==> src/rtl/fdd_pkg.sv <==
// ----------------------------------------------------------------------------
// fdd_pkg
// shared widths, register indexes and controller/datapath interface types
// ----------------------------------------------------------------------------
package fdd_pkg;

    localparam int CAPACITY_DEF = 64;

    localparam int CFG_W     = 7;
    localparam int CFG_IDX_W = 2;
    localparam int TIME_W    = 32;
    localparam int VAL_W     = 24;
    localparam int Q_W       = 48;
    localparam int DIV_NUM_W = 59;
    localparam int DIV_DEN_W = 33;

    localparam logic [CFG_IDX_W-1:0] REG_CAPACITY = 2'd0;
    localparam logic [CFG_IDX_W-1:0] REG_WINDOW   = 2'd1;

    localparam logic [CFG_W-1:0] CAP_RESET = 7'd16;
    localparam logic [CFG_W-1:0] WIN_RESET = 7'd3;

    typedef enum logic [1:0] {
        OP_SLOPE,
        OP_S1,
        OP_CURV,
        OP_WIN
    } t_op;

    typedef enum logic [2:0] {
        RD_B,
        RD_A,
        RD_OLD,
        RD_WA,
        RD_WB
    } t_rd;

    typedef struct packed {
        logic accept;
        logic rd_capt;
        t_rd  rd_sel;
        logic div_start;
        logic store;
        t_op  op;
        logic load_out;
    } t_cmd;

    typedef struct packed {
        logic run;
        logic div_done;
    } t_sts;

endpackage

==> src/rtl/fdd_ram.sv <==
// ----------------------------------------------------------------------------
// fdd_ram
// generic single write port ram with registered read
// ----------------------------------------------------------------------------
module fdd_ram #(
    parameter int WIDTH = 8,
    parameter int DEPTH = 16
) (
    input  logic                     i_clk,
    input  logic                     i_we,
    input  logic [$clog2(DEPTH)-1:0] i_waddr,
    input  logic [WIDTH-1:0]         i_wdata,
    input  logic [$clog2(DEPTH)-1:0] i_raddr,
    output logic [WIDTH-1:0]         o_rdata
);

    logic [WIDTH-1:0] r_mem [DEPTH];
    logic [WIDTH-1:0] r_rdata;

    always_ff @(posedge i_clk) begin
        if (i_we) begin
            r_mem[i_waddr] <= i_wdata;
        end
        r_rdata <= r_mem[i_raddr];
    end

    assign o_rdata = r_rdata;

endmodule

==> src/rtl/fdd_div.sv <==
// ----------------------------------------------------------------------------
// fdd_div
// radix-2 restoring divider, magnitude in, magnitude and sign out
// ----------------------------------------------------------------------------
module fdd_div import fdd_pkg::*; #(
    parameter int NUM_W = DIV_NUM_W,
    parameter int DEN_W = DIV_DEN_W
) (
    input  logic             i_clk,
    input  logic             i_rst_n,
    input  logic             i_start,
    input  logic             i_neg,
    input  logic [NUM_W-1:0] i_num,
    input  logic [DEN_W-1:0] i_den,
    output logic             o_done,
    output logic [NUM_W-1:0] o_quo,
    output logic             o_neg
);

    localparam int CNW = $clog2(NUM_W + 1);

    logic             r_busy;
    logic             r_done;
    logic [CNW-1:0]   r_cnt;
    logic [DEN_W-1:0] r_rem;
    logic [DEN_W-1:0] r_den;
    logic [NUM_W-1:0] r_quo;
    logic             r_neg;

    logic [DEN_W:0]   w_trial;
    logic             w_ge;
    logic [DEN_W:0]   w_rem;

    always_comb begin
        w_trial = {r_rem, r_quo[NUM_W-1]};
        w_ge    = (w_trial >= {1'b0, r_den});
        w_rem   = w_ge ? (w_trial - {1'b0, r_den}) : w_trial;
    end

    always_ff @(posedge i_clk) begin
        if (!i_rst_n) begin
            r_busy <= 1'b0;
            r_done <= 1'b0;
            r_cnt  <= '0;
        end else begin
            r_done <= 1'b0;
            if (i_start) begin
                r_busy <= 1'b1;
                r_cnt  <= CNW'(NUM_W);
            end else if (r_busy) begin
                r_cnt <= r_cnt - CNW'(1);
                if (r_cnt == CNW'(1)) begin
                    r_busy <= 1'b0;
                    r_done <= 1'b1;
                end
            end
        end
    end

    always_ff @(posedge i_clk) begin
        if (i_start) begin
            r_rem <= '0;
            r_den <= i_den;
            r_quo <= i_num;
            r_neg <= i_neg;
        end else if (r_busy) begin
            r_rem <= w_rem[DEN_W-1:0];
            r_quo <= {r_quo[NUM_W-2:0], w_ge};
        end
    end

    assign o_done = r_done;
    assign o_quo  = r_quo;
    assign o_neg  = r_neg;

endmodule

==> src/rtl/fdd_datapath.sv <==
// ----------------------------------------------------------------------------
// fdd_datapath
// config registers, sample window store, operand selection and result regs
// ----------------------------------------------------------------------------
module fdd_datapath import fdd_pkg::*; #(
    parameter int CAPACITY = CAPACITY_DEF
) (
    input  logic                    i_clk,
    input  logic                    i_rst_n,
    input  logic                    i_cfg_valid,
    input  logic [CFG_IDX_W-1:0]    i_cfg_index,
    input  logic [CFG_W-1:0]        i_cfg_data,
    input  logic [TIME_W-1:0]       i_sample_time,
    input  logic signed [VAL_W-1:0] i_sample_value,
    input  t_cmd                    i_cmd,
    output t_sts                    o_sts,
    output logic signed [VAL_W-1:0] o_oldest_value,
    output logic signed [Q_W-1:0]   o_slope,
    output logic signed [Q_W-1:0]   o_curvature,
    output logic signed [Q_W-1:0]   o_window_slope,
    output logic                    o_saturated
);

    localparam int SW = $clog2(CAPACITY);
    localparam int HW = $clog2(CAPACITY + 1);
    localparam int KW = ((HW > CFG_W) ? HW : CFG_W) + 1;
    localparam int EW = TIME_W + VAL_W;
    localparam int SHW = Q_W + 18;
    localparam logic [KW-1:0] CAP_K = KW'(CAPACITY);
    localparam logic [DIV_NUM_W-1:0] MAG_MAX = DIV_NUM_W'(48'h7FFF_FFFF_FFFF);
    localparam logic [DIV_NUM_W-1:0] MAG_MIN = DIV_NUM_W'(48'h8000_0000_0000);

    typedef enum logic [1:0] {
        WIN_NONE,
        WIN_ONE,
        WIN_MID
    } t_win;

    logic [CFG_W-1:0] r_cap;
    logic [CFG_W-1:0] r_win;
    logic [SW-1:0]    r_newest;
    logic [HW-1:0]    r_held;

    logic [TIME_W-1:0]       r_tin, r_tb, r_ta, r_twa, r_twb;
    logic signed [VAL_W-1:0] r_vin, r_vb, r_va, r_vwa, r_vwb, r_old;
    logic signed [Q_W-1:0]   r_slope, r_s1, r_curv, r_wslope;
    logic                    r_sat;

    logic signed [VAL_W-1:0] r_o_old;
    logic signed [Q_W-1:0]   r_o_slope, r_o_curv, r_o_wslope;
    logic                    r_o_sat;

    // window bookkeeping
    logic [KW-1:0] w_cap_eff, w_held_inc, w_win_k, w_held_k, w_m, w_bwa;
    logic [HW-1:0] n_held;
    logic [SW-1:0] n_newest;
    t_win          w_mode;
    logic [HW-1:0] w_back;
    logic [SW-1:0] w_raddr;
    logic [EW-1:0] w_rdata;

    // operands
    logic [TIME_W-1:0]    w_dt_b, w_dt_a, w_dt_w;
    logic signed [Q_W:0]  w_diff;
    logic [Q_W:0]         w_mag;
    logic [SHW-1:0]       w_sh;
    logic [DIV_DEN_W-1:0] w_den;
    logic                 w_run;
    logic                 w_ge2, w_ge3;

    // divider
    logic                 w_div_done;
    logic [DIV_NUM_W-1:0] w_quo;
    logic                 w_quo_neg;
    logic signed [Q_W-1:0] w_res;
    logic                 w_clip;

    function automatic logic [SW-1:0] f_slot(input logic [SW-1:0] newest,
                                             input logic [HW-1:0] back);
        logic [HW:0] sum;
        begin
            sum = (HW+1)'(newest) + (HW+1)'(CAPACITY) - (HW+1)'(back);
            if (sum >= (HW+1)'(CAPACITY)) begin
                sum = sum - (HW+1)'(CAPACITY);
            end
            return sum[SW-1:0];
        end
    endfunction

    always_comb begin
        w_cap_eff = KW'(r_cap);
        if (w_cap_eff == '0) begin
            w_cap_eff = KW'(1);
        end else if (w_cap_eff > CAP_K) begin
            w_cap_eff = CAP_K;
        end
        w_held_inc = KW'(r_held) + KW'(1);
        n_held     = (w_held_inc > w_cap_eff) ? r_held : w_held_inc[HW-1:0];
        if (r_held == '0) begin
            n_newest = r_newest;
        end else if (r_newest == SW'(CAPACITY - 1)) begin
            n_newest = '0;
        end else begin
            n_newest = r_newest + SW'(1);
        end
    end

    // window span after the push
    always_comb begin
        w_win_k  = KW'(r_win);
        w_held_k = KW'(r_held);
        w_m      = (w_held_k < w_win_k) ? w_held_k : w_win_k;
        w_bwa    = w_m - (w_m >> 1);
        if (w_win_k < KW'(2) || w_m < KW'(2)) begin
            w_mode = WIN_NONE;
        end else if (w_m == KW'(2)) begin
            w_mode = WIN_ONE;
        end else begin
            w_mode = WIN_MID;
        end
    end

    always_comb begin
        unique case (i_cmd.rd_sel)
            RD_B:    w_back = HW'(1);
            RD_A:    w_back = HW'(2);
            RD_OLD:  w_back = r_held - HW'(1);
            RD_WA:   w_back = w_bwa[HW-1:0];
            RD_WB:   w_back = w_bwa[HW-1:0] - HW'(2);
            default: w_back = '0;
        endcase
        w_raddr = f_slot(r_newest, w_back);
    end

    fdd_ram #(
        .WIDTH (EW),
        .DEPTH (CAPACITY)
    ) u_store (
        .i_clk   (i_clk),
        .i_we    (i_cmd.accept),
        .i_waddr (n_newest),
        .i_wdata ({i_sample_time, i_sample_value}),
        .i_raddr (w_raddr),
        .o_rdata (w_rdata)
    );

    always_ff @(posedge i_clk) begin
        if (!i_rst_n) begin
            r_cap    <= CAP_RESET;
            r_win    <= WIN_RESET;
            r_newest <= '0;
            r_held   <= '0;
        end else begin
            if (i_cfg_valid) begin
                unique case (i_cfg_index)
                    REG_CAPACITY: r_cap <= i_cfg_data;
                    REG_WINDOW:   r_win <= i_cfg_data;
                    default:      ;
                endcase
            end
            if (i_cmd.accept) begin
                r_newest <= n_newest;
                r_held   <= n_held;
            end
        end
    end

    // operand select for the shared divider
    always_comb begin
        w_dt_b = r_tin - r_tb;
        w_dt_a = r_tb - r_ta;
        w_dt_w = r_twb - r_twa;
        w_ge2  = (r_held >= HW'(2));
        w_ge3  = (r_held >= HW'(3));
        unique case (i_cmd.op)
            OP_SLOPE: begin
                w_diff = (Q_W+1)'(r_vin) - (Q_W+1)'(r_vb);
                w_den  = DIV_DEN_W'(w_dt_b);
                w_run  = w_ge2 && (w_dt_b != '0);
            end
            OP_S1: begin
                w_diff = (Q_W+1)'(r_vb) - (Q_W+1)'(r_va);
                w_den  = DIV_DEN_W'(w_dt_a);
                w_run  = w_ge3 && (w_dt_a != '0) && (w_dt_b != '0);
            end
            OP_CURV: begin
                w_diff = (Q_W+1)'(r_slope) - (Q_W+1)'(r_s1);
                w_den  = DIV_DEN_W'(w_dt_a) + DIV_DEN_W'(w_dt_b);
                w_run  = w_ge3 && (w_dt_a != '0) && (w_dt_b != '0);
            end
            default: begin
                w_diff = (Q_W+1)'(r_vwb) - (Q_W+1)'(r_vwa);
                w_den  = DIV_DEN_W'(w_dt_w);
                w_run  = (w_mode == WIN_MID) && (w_dt_w != '0);
            end
        endcase
        w_mag = w_diff[Q_W] ? (Q_W+1)'(-w_diff) : (Q_W+1)'(w_diff);
        w_sh  = (i_cmd.op == OP_CURV) ? {w_mag, 17'b0} : {1'b0, w_mag, 16'b0};
    end

    fdd_div #(
        .NUM_W (DIV_NUM_W),
        .DEN_W (DIV_DEN_W)
    ) u_div (
        .i_clk   (i_clk),
        .i_rst_n (i_rst_n),
        .i_start (i_cmd.div_start),
        .i_neg   (w_diff[Q_W]),
        .i_num   (w_sh[DIV_NUM_W-1:0]),
        .i_den   (w_den),
        .o_done  (w_div_done),
        .o_quo   (w_quo),
        .o_neg   (w_quo_neg)
    );

    // clip the quotient to the signed q32.16 range; with no division, a two-point window takes the slope, else zero
    always_comb begin
        w_clip = 1'b0;
        if (w_run) begin
            if (!w_quo_neg) begin
                if (w_quo > MAG_MAX) begin
                    w_res  = 48'sh7FFF_FFFF_FFFF;
                    w_clip = 1'b1;
                end else begin
                    w_res = w_quo[Q_W-1:0];
                end
            end else begin
                if (w_quo > MAG_MIN) begin
                    w_res  = 48'sh8000_0000_0000;
                    w_clip = 1'b1;
                end else begin
                    w_res = -w_quo[Q_W-1:0];
                end
            end
        end else if (i_cmd.op == OP_WIN && w_mode == WIN_ONE) begin
            w_res = r_slope;
        end else begin
            w_res = '0;
        end
    end

    always_ff @(posedge i_clk) begin
        if (i_cmd.accept) begin
            r_tin <= i_sample_time;
            r_vin <= i_sample_value;
            r_sat <= 1'b0;
        end
        if (i_cmd.rd_capt) begin
            unique case (i_cmd.rd_sel)
                RD_B: begin
                    r_tb <= w_rdata[EW-1:VAL_W];
                    r_vb <= w_rdata[VAL_W-1:0];
                end
                RD_A: begin
                    r_ta <= w_rdata[EW-1:VAL_W];
                    r_va <= w_rdata[VAL_W-1:0];
                end
                RD_OLD: r_old <= w_rdata[VAL_W-1:0];
                RD_WA: begin
                    r_twa <= w_rdata[EW-1:VAL_W];
                    r_vwa <= w_rdata[VAL_W-1:0];
                end
                RD_WB: begin
                    r_twb <= w_rdata[EW-1:VAL_W];
                    r_vwb <= w_rdata[VAL_W-1:0];
                end
                default: ;
            endcase
        end
        if (i_cmd.store) begin
            unique case (i_cmd.op)
                OP_SLOPE: r_slope  <= w_res;
                OP_S1:    r_s1     <= w_res;
                OP_CURV:  r_curv   <= w_res;
                OP_WIN:   r_wslope <= w_res;
            endcase
            if (w_clip) begin
                r_sat <= 1'b1;
            end
        end
        if (i_cmd.load_out) begin
            r_o_old    <= r_old;
            r_o_slope  <= r_slope;
            r_o_curv   <= r_curv;
            r_o_wslope <= r_wslope;
            r_o_sat    <= r_sat;
        end
    end

    assign o_sts.run      = w_run;
    assign o_sts.div_done = w_div_done;

    assign o_oldest_value = r_o_old;
    assign o_slope        = r_o_slope;
    assign o_curvature    = r_o_curv;
    assign o_window_slope = r_o_wslope;
    assign o_saturated    = r_o_sat;

endmodule

==> src/rtl/fdd_ctrl.sv <==
// ----------------------------------------------------------------------------
// fdd_ctrl
// sequencer: push, five store reads, up to four divisions, result handoff
// ----------------------------------------------------------------------------
module fdd_ctrl import fdd_pkg::*; (
    input  logic i_clk,
    input  logic i_rst_n,
    input  logic i_in_valid,
    output logic o_in_stall,
    output logic o_out_valid,
    input  logic i_out_stall,
    input  t_sts i_sts,
    output t_cmd o_cmd
);

    typedef enum logic [2:0] {
        S_IDLE,
        S_READ,
        S_LATCH,
        S_DSTART,
        S_DWAIT,
        S_DONE
    } t_state;

    t_state r_state;
    t_rd    r_rd;
    t_op    r_op;
    logic   r_out_valid;
    t_cmd   w_cmd;

    always_comb begin
        w_cmd           = '0;
        w_cmd.rd_sel    = r_rd;
        w_cmd.op        = r_op;
        w_cmd.accept    = (r_state == S_IDLE) && i_in_valid;
        w_cmd.rd_capt   = (r_state == S_LATCH);
        w_cmd.div_start = (r_state == S_DSTART) && i_sts.run;
        w_cmd.store     = ((r_state == S_DSTART) && !i_sts.run) ||
                          ((r_state == S_DWAIT) && i_sts.div_done);
        w_cmd.load_out  = (r_state == S_DONE) && (!r_out_valid || !i_out_stall);
    end

    always_ff @(posedge i_clk) begin
        if (!i_rst_n) begin
            r_state     <= S_IDLE;
            r_rd        <= RD_B;
            r_op        <= OP_SLOPE;
            r_out_valid <= 1'b0;
        end else begin
            if (w_cmd.load_out) begin
                r_out_valid <= 1'b1;
            end else if (!i_out_stall) begin
                r_out_valid <= 1'b0;
            end
            unique case (r_state)
                S_IDLE: begin
                    if (w_cmd.accept) begin
                        r_rd    <= RD_B;
                        r_state <= S_READ;
                    end
                end
                S_READ: r_state <= S_LATCH;
                S_LATCH: begin
                    unique case (r_rd)
                        RD_B:    r_rd <= RD_A;
                        RD_A:    r_rd <= RD_OLD;
                        RD_OLD:  r_rd <= RD_WA;
                        RD_WA:   r_rd <= RD_WB;
                        default: r_rd <= RD_B;
                    endcase
                    if (r_rd == RD_WB) begin
                        r_op    <= OP_SLOPE;
                        r_state <= S_DSTART;
                    end else begin
                        r_state <= S_READ;
                    end
                end
                S_DSTART, S_DWAIT: begin
                    if (w_cmd.div_start) begin
                        r_state <= S_DWAIT;
                    end else if (w_cmd.store) begin
                        unique case (r_op)
                            OP_SLOPE: r_op <= OP_S1;
                            OP_S1:    r_op <= OP_CURV;
                            OP_CURV:  r_op <= OP_WIN;
                            OP_WIN:   r_op <= OP_SLOPE;
                        endcase
                        r_state <= (r_op == OP_WIN) ? S_DONE : S_DSTART;
                    end
                end
                S_DONE: begin
                    if (w_cmd.load_out) begin
                        r_state <= S_IDLE;
                    end
                end
                default: r_state <= S_IDLE;
            endcase
        end
    end

    assign o_in_stall  = (r_state != S_IDLE);
    assign o_out_valid = r_out_valid;
    assign o_cmd       = w_cmd;

endmodule

==> src/rtl/finite_difference_derivative.sv <==
// ----------------------------------------------------------------------------
// finite_difference_derivative
// sliding window of timestamped samples with first, second and windowed
// difference estimates in signed q32.16
// ----------------------------------------------------------------------------
//
//  channel   direction  handshake                 payload
//  -------   ---------  ------------------------  --------------------------------
//  sample    in         i_in_valid / o_in_stall   i_sample_time, i_sample_value
//  result    out        o_out_valid / i_out_stall oldest, slope, curvature,
//                                                 window slope, saturated
//  config    in         i_cfg_valid / o_cfg_ready i_cfg_index, i_cfg_data
//
//  one sample transaction reads the store, then runs each division it needs
//  (up to four) on the 59-step radix-2 divider shared by all four quotients
//  the window store is written on acceptance and then read one entry at a time
//  through its single registered read port, each via a read and a latch state
//  reset (synchronous, active low) clears the control state and restores
//  the config defaults; unwritten store entries never feed a result
//  a result waits in the output register while the next sample is taken;
//  a stall holds only the final handoff
//
module finite_difference_derivative import fdd_pkg::*; #(
    parameter int CAPACITY = CAPACITY_DEF
) (
    input  logic                    i_clk,
    input  logic                    i_rst_n,
    // sample transactions
    input  logic                    i_in_valid,
    output logic                    o_in_stall,
    input  logic [TIME_W-1:0]       i_sample_time,
    input  logic signed [VAL_W-1:0] i_sample_value,
    // result transactions
    output logic                    o_out_valid,
    input  logic                    i_out_stall,
    output logic signed [VAL_W-1:0] o_oldest_value,
    output logic signed [Q_W-1:0]   o_slope,
    output logic signed [Q_W-1:0]   o_curvature,
    output logic signed [Q_W-1:0]   o_window_slope,
    output logic                    o_saturated,
    // config writes
    input  logic                    i_cfg_valid,
    output logic                    o_cfg_ready,
    input  logic [CFG_IDX_W-1:0]    i_cfg_index,
    input  logic [CFG_W-1:0]        i_cfg_data
);

    t_cmd w_cmd;
    t_sts w_sts;

    // config writes are always taken
    assign o_cfg_ready = 1'b1;

    // sequencer
    fdd_ctrl u_ctrl (
        .i_clk       (i_clk),
        .i_rst_n     (i_rst_n),
        .i_in_valid  (i_in_valid),
        .o_in_stall  (o_in_stall),
        .o_out_valid (o_out_valid),
        .i_out_stall (i_out_stall),
        .i_sts       (w_sts),
        .o_cmd       (w_cmd)
    );

    // window store, divider and result registers
    fdd_datapath #(
        .CAPACITY (CAPACITY)
    ) u_datapath (
        .i_clk          (i_clk),
        .i_rst_n        (i_rst_n),
        .i_cfg_valid    (i_cfg_valid && o_cfg_ready),
        .i_cfg_index    (i_cfg_index),
        .i_cfg_data     (i_cfg_data),
        .i_sample_time  (i_sample_time),
        .i_sample_value (i_sample_value),
        .i_cmd          (w_cmd),
        .o_sts          (w_sts),
        .o_oldest_value (o_oldest_value),
        .o_slope        (o_slope),
        .o_curvature    (o_curvature),
        .o_window_slope (o_window_slope),
        .o_saturated    (o_saturated)
    );

`ifndef SYNTHESIS
    // a taken sample blocks the next one while it is worked on
    a_busy_after_accept: assert property (@(posedge i_clk) disable iff (!i_rst_n)
        (i_in_valid && !o_in_stall) |=> o_in_stall)
        else $error("sample accepted while previous one in progress");

    // only the curvature can leave the q32.16 range
    a_sat_on_curv: assert property (@(posedge i_clk) disable iff (!i_rst_n)
        (o_out_valid && o_saturated) |->
        (o_curvature == 48'sh7FFF_FFFF_FFFF || o_curvature == 48'sh8000_0000_0000))
        else $error("saturation flagged without a clipped curvature");

    // a divider start never lands while the divider reports completion
    a_no_start_on_done: assert property (@(posedge i_clk) disable iff (!i_rst_n)
        w_cmd.div_start |-> !w_sts.div_done)
        else $error("divider restarted while finishing");
`endif

endmodule

==> config.mk <==
export PLATFORM = sky130hd
export DESIGN_NAME = finite_difference_derivative
export DESIGN_NICKNAME = d
export VERILOG_FILES = /design/src/rtl/fdd_pkg.sv /design/src/rtl/fdd_ram.sv /design/src/rtl/fdd_div.sv /design/src/rtl/fdd_datapath.sv /design/src/rtl/fdd_ctrl.sv /design/src/rtl/finite_difference_derivative.sv
export SDC_FILE = /design/constraint.sdc
export NUM_CORES = 2
export LEC_CHECK = 0
export ABC_AREA = 0
export BUFFER_PORTS_ARGS = -buffer_cell sky130_fd_sc_hd__buf_2
export CELL_PAD_IN_SITES_DETAIL_PLACEMENT = 1
export CELL_PAD_IN_SITES_GLOBAL_PLACEMENT = 1
export CORE_MARGIN = 3
export CORE_UTILIZATION = 31
export DETAILED_ROUTE_END_ITERATION = 7
export PLACE_DENSITY = 0.61
export REMOVE_ABC_BUFFERS = 1
export SLEW_MARGIN = 20
export SYNTH_ARGS = -nofsm -noshare
export SYNTH_HDL_FRONTEND = slang
export SYNTH_SLANG_ARGS = --single-unit
==> constraint.sdc <==
create_clock -name i_clk -period 24.1 [get_ports i_clk]
set_input_delay 4.82 -clock i_clk [delete_from_list [all_inputs] [get_ports i_clk]]
set_output_delay 4.82 -clock i_clk [all_outputs]
set_load 0.005 [all_outputs]
Word level (Yosys, flattened, before mapping)
Memory sizes are Yosys's and may differ from the RTL's. A register that Yosys moved wholly into a read port is not among the register bits.
Index checks and enable logic that the tools add are counted.
- register bits after elaboration: 836
- memory bits (writable): 3584
- bits of input ports: 70
- word-level logic and storage cells: 199
- memories: 1
- $add $sub $neg: 20
- order comparisons: 11
- eq/ne operators: 25
- muxes and demuxes: 54
- bitwise operators: 3
- reductions and logical operators: 48
- memory list (name ; depth ; bits a word ; read ports ; clocked after Yosys merged registers in ; wr ports ; line ; RTL):
    u_datapath.u_store.r_mem ; 64 ; 56 ; 1 ; 1 ; 1 ; fdd_ram.sv:17 ; logic [WIDTH-1:0] r_mem [DEPTH];
- operators with widths (operator ; number):
    2-to-1 mux 48 bit ; 5
    2-to-1 mux 59 bit ; 3
    case mux 49 bit (3 select lines) ; 1
    case mux 33 bit (3 select lines) ; 1
    nonzero test 32 bit ; 3
    subtractor 32 bit ; 3
    subtractor 24 x 24 -> 25 bit ; 3
    > comparator 59 x 47 -> 1 bit, second input constant ; 1
    > comparator 59 x 48 -> 1 bit, second input constant ; 1
    subtractor 48 x 48 -> 49 bit ; 1
    negation 48 bit ; 1
    2-to-1 mux 43 bit ; 1
    negation 43 bit ; 1
    case mux 7 bit (5 select lines) ; 1
    >= comparator 34 x 33 -> 1 bit ; 1
    adder 32 x 32 -> 33 bit ; 1
    2-to-1 mux 33 bit ; 1
    subtractor 33 bit ; 1
    2-to-1 mux 6 bit ; 5
    AND reduction 2 bit ; 13
    2-to-1 mux 7 bit ; 3
    2-to-1 mux 3 bit ; 6
    2-to-1 mux 1 bit ; 15
    case mux 3 bit (5 select lines) ; 1
    45 further kinds ; 88

Logic depth before layout (Yosys ltp)
- word-level depth: 14
- depth in mapped cells: 32
- depth with buffers taken out: 29

By module
From an unflattened synthesis, not the netlist that was laid out.
- cell total of the unflattened synthesis: 10808
- area, all modules: 187761.3 um^2
- modules (own cells, without submodules) (module ; instances ; cells each ; area an instance (um^2)):
    fdd_ram ; 1 ; 5949 ; 136976.4
    fdd_datapath ; 1 ; 4103 ; 42721.0
    fdd_div ; 1 ; 682 ; 7459.7
    fdd_ctrl ; 1 ; 72 ; 593.1
    finite_difference_derivative ; 1 ; 2 ; 11.3

Least setup slack after synthesis
Ideal clock, no wire load.
- path kind: in2reg
- start: input port i_out_stall
- end: register u_datapath.r_o_curv[0] (netlist: u_datapath.o_curvature[0]) (enable)
- arrival time: 12.957 ns
- required time: 23.347 ns
- setup slack: 10.389 ns
- stages: 1
- path through: a21oi_1
- cells in the longest elaborated chain, start to end: 3
- ends and longest elaborated chain (element ; line ; RTL):
    from (decl) ; finite_difference_derivative.sv:35 ; input logic i_out_stall,
    logical NOT 1 bit ; fdd_ctrl.sv:40 ; w_cmd.load_out = (r_state == S_DONE) && (!r_out_valid || !i_out_stall);
    logical OR 1 bit ; fdd_ctrl.sv:40 ;
    logical AND 1 bit ; fdd_ctrl.sv:40 ;
    to (signal assigned) ; fdd_datapath.sv:284 ; r_o_curv <= r_curv;
    to (decl) ; fdd_datapath.sv:50 ; logic signed [Q_W-1:0] r_o_slope, r_o_curv, r_o_wslope;
Every way passes these cells.
A chain may end at the register's enable or synchronous reset.

Worst setup path after layout
- start: register u_datapath.r_held[5]
- end: register u_datapath.u_store.r_rdata[14] (netlist: u_datapath.u_store.o_rdata[14]), read port of u_datapath.u_store.r_mem
- cells in the longest elaborated chain, start to end: 8
- ends and longest elaborated chain (element ; line ; RTL):
    from (decl) ; fdd_datapath.sv:42 ; logic [HW-1:0] r_held;
    from (signal assigned) ; fdd_datapath.sv:163 ; r_held <= n_held;
    < comparator 7 bit ; fdd_datapath.sv:112 ; w_m = (w_held_k < w_win_k) ? w_held_k : w_win_k;
    2-to-1 mux 7 bit ; fdd_datapath.sv:112 ;
    subtractor 7 bit ; fdd_datapath.sv:113 ; w_bwa = w_m - (w_m >> 1);
    subtractor 7 x 2 -> 7 bit ; fdd_datapath.sv:129 ; RD_WB: w_back = w_bwa[HW-1:0] - HW'(2);
    case mux 7 bit (5 select lines) * ; fdd_datapath.sv:124 ; unique case (i_cmd.rd_sel)
    subtractor 8 x 7 -> 8 bit * ; fdd_datapath.sv:82 ; sum = (HW+1)'(newest) + (HW+1)'(CAPACITY) - (HW+1)'(back);
    >= comparator 8 x 7 -> 1 bit / subtractor 6 x 1 -> 6 bit (equally long branches) ; fdd_datapath.sv:83, fdd_datapath.sv:84 ;
    2-to-1 mux 6 bit * ; fdd_datapath.sv:83 ; if (sum >= (HW+1)'(CAPACITY)) begin
    to (decl) ; fdd_ram.sv:18 ; logic [WIDTH-1:0] r_rdata;
Mark *: on every way between the ends. The rest lies on a longest branch, timed or not.

==> impl_metrics.toml <==
[floorplan]
die_area_um2 = 615000
core_um2 = 603000
die_x_um = 784
start_util_pct = 31.1
ios = 242
die_y_um = 784
placementRows = 285

[timing]
clock_skew_ps = 164
tns_ps = 0
slew_headroom_pct = 20.4
hold_violations = 0
max_freq_ghz = 0.103
setup_violations = 0
drv_slew = 0
rsz0062_at_grt = "no"
tightest_slew_ps = 1190
setup_ws_ps = 14370
period_minus_slack_ps = 9730
finalCritPeriodShare_pct = 40.4

[min_path]
hp-class = "register to register"

[logic_synthesis]
syn_area_per_cell_um2 = 18.5
synth_area_um2 = 188000
ys_ff_latch = 4476
synth_ff_type = "edfxtp_1"
yosys_warnings = 0
synth_edf_count = 4342
synthCells = 10128
yosysSeqAreaShare_pct = 70.9
synthDistinctLibCells = 114
synthArstFlopShare_pct = 0

[setup_path]
cp.required_ps = 25060
r2r_start = "u_datapath.r_held[5]$_SDFFE_PN0P_"
reg2reg_to = "u_datapath.u_store.o_rdata[14]$_DFF_P_"
worstSetupEndpoint = "u_datapath.u_store.o_rdata[14]$_DFF_P_"
cp-end-kind = "register"
worstSetupStartpoint = "u_datapath.r_held[5]$_SDFFE_PN0P_"
crit_path_max_fanout = 119
regToRegSetupSlack_ps = 14370
critPathLaunchType = "register"
crit_type = "register to register"
r2r_cells = 21
worstPathArrival_ps = 10690

[clock_network]
clkSinkCount = 4476
postCtsResizedCells = 0
clock_path_buffers = 4
path_clk_slew_ps = 60
cts_tree = "done"
numCtsBuffers = 456
cts-root-buf = "clkbuf_16"
cts_setup_buffers = 0
insertion_delay_ps = 1100
htree_levels = 5
hold_buffers = 0

[drt]
routedWlPerCell_um = 29.3
drt-pass1-iter-count = 6
routed_wl_um = 558000
drt_drc_violations_left = 0
drt_iter0_markers = 11233
route.vias.total = 101871
ant_nets = 0
viasPerCell = 5.35

[final_layout]
drive_gt1_share_pct = 23.0
layout_common_cells = "edfxtp_1, mux4_2, clkbuf_16"
mostFrequentLayoutCell = "edfxtp_1"
syn2layout_area_growth_pct = 14.6
finalNetCount = 11010

[run_status]
status = "complete, no violations"

[place]
port_buffers = 240
place_hpwl_um = 341000
gp_congestion = 0.847
pre_cts_ws_ps = 14290

[job]
max-cap-violations = 0

[power]
leakagePower_uw = 0.0698
total_power_uw = 26000
peakVddDrop_v = 0.000166
powerDensity_nw_per_um2 = 121

[global_routing]
grt_pass1_wl_um = 792000
grt_max_degree = 130
antenna_found_initial = 63
grt_pass1_vias = 105694
grt.total_usage_pct = 17.6
grt-ovfl-total = 0
worst min path at each step:
stage / from / to / slack [ps] / cells past startpoint
after floorplan: u_datapath.r_curv[0]$_DFFE_PP_ / u_datapath.o_curvature[0]$_DFFE_PP_ / 400 / 0
after global placement: u_datapath.r_curv[32]$_DFFE_PP_ / u_datapath.o_curvature[32]$_DFFE_PP_ / 410 / 0
after detailed placement: u_datapath.r_curv[12]$_DFFE_PP_ / u_datapath.o_curvature[12]$_DFFE_PP_ / 410 / 0
after CTS: u_datapath.r_curv[1]$_DFFE_PP_ / u_datapath.o_curvature[1]$_DFFE_PP_ / 360 / 0
after global routing: u_datapath.r_curv[1]$_DFFE_PP_ / u_datapath.o_curvature[1]$_DFFE_PP_ / 370 / 0
final: u_datapath.r_curv[1]$_DFFE_PP_ / u_datapath.o_curvature[1]$_DFFE_PP_ / 370 / 0
report_power, final:
part           total [uW]  switching, uW  internal, uW
combinational        9620           5440          4190
sequential           9290            328          8960
clock                7110           3110          3990
total               26000           8870         17100
Yosys cell counts, types with 15 or more instances:
cell,n,area (um^2)
nand4_1,68,425
xnor2_1,140,1230
mux2_2,76,856
nand3_1,104,521
buf_1,77,289
mux2i_1,278,2780
a31oi_1,56,350
inv_1,372,1400
nor4_1,30,188
a211oi_1,36,270
xor2_1,120,1050
o41ai_1,20,175
a222oi_1,22,220
nor3_1,102,510
nand2_1,373,1400
mux4_2,1120,25200
buf_2,27,135
dfxtp_1,134,2680
o21a_1,53,398
o311ai_0,47,412
a21oi_1,343,1720
o211ai_1,39,293
a22o_1,48,420
nor2_1,364,1370
ha_1,316,3950
a211o_1,20,175
or4_1,15,113
o31ai_1,38,285
o21ai_0,255,1280
o21bai_1,32,240
or3_1,46,288
clkbuf_1,360,1350
o21ai_1,18,90.1
nand2b_1,66,413
and3_1,31,194
and2_1,34,213
a21o_1,116,871
o22ai_1,16,100
or2_2,23,144
nor2b_1,39,244
nand3b_1,15,113
edfxtp_1,4342,130000
sequential cells by signal (all words and copies together), names as in the netlist, 48 cells and up:
signal / flops
u_datapath.u_store.o_rdata: 56
u_datapath.o_slope: 48
u_datapath.u_div.o_quo: 59
u_datapath.r_s1: 48
u_datapath.r_slope: 48
u_datapath.o_curvature: 48
u_datapath.r_wslope: 48
u_datapath.o_window_slope: 48
u_datapath.r_curv: 48
u_datapath.u_store.r_mem: 3584
through the flow:
stage | util [%] | instance area, um^2 | std cells | hold slack, ps
6_report | 35.7 | 215000 | 19053 | 370
5_1_grt | 35.7 | 215000 | 19042 | 368
4_1_cts | 35.6 | 215000 | 19039 | 364
3_5_place_dp | 33.2 | 200000 | 18190 | 406
3_3_place_gp | 33.1 | 200000 | 18183 | 408
2_1_floorplan | - | 186000 | 9656 | 400
layer usage:
layer	GRT usage, %	vias up	wire length (um)
li1	-	42357	-
met1	23.7	54752	230000
met2	30.1	3932	276000
met3	2.25	814	36000
met4	4.90	16	16100
met5	0	-	101
cell families after synthesis:
group	after synthesis	synth area share, %
DFF	4476	70.9
muxes	1485	15.4
and+or+nand+nor	1374	3.58
AOI/OAI and AO/OA	1355	4.87
buffers and inverters	849	1.74
adders and majority gates	328	2.22
xor gates and xnor gates	260	1.21
other	1	0.00200
critical path, stage by stage, from the launching register on:
cell,delay (ps)
dfxtp_1,600
ha_1,330
a211o_1,350
a211o_1,330
nand2_1,500
a21oi_1,260
inv_1,100
ha_1,270
inv_1,70
ha_1,310
inv_1,80
a311oi_1,300
a21oi_1,140
fa_4,1330
buf_12,620
buf_4,810
buf_4,880
mux4_2,420
mux4_2,490
mux2i_1,760
mux2i_1,180
mux2_2,300
layout make-up:
class | count | area, um^2
Multi-Input combinational cell | 4803 | 52000
Fill cell | 60047 | 388000
Clock inverter | 297 | 3130
Timing Repair Buffer | 500 | 3450
Inverter | 377 | 1420
Clock buffer | 552 | 11800
Tap cell | 8036 | 10100
Sequential cell | 4476 | 133000
Antenna cell | 12 | 30.0
Power figures use the tool's default switching activity.
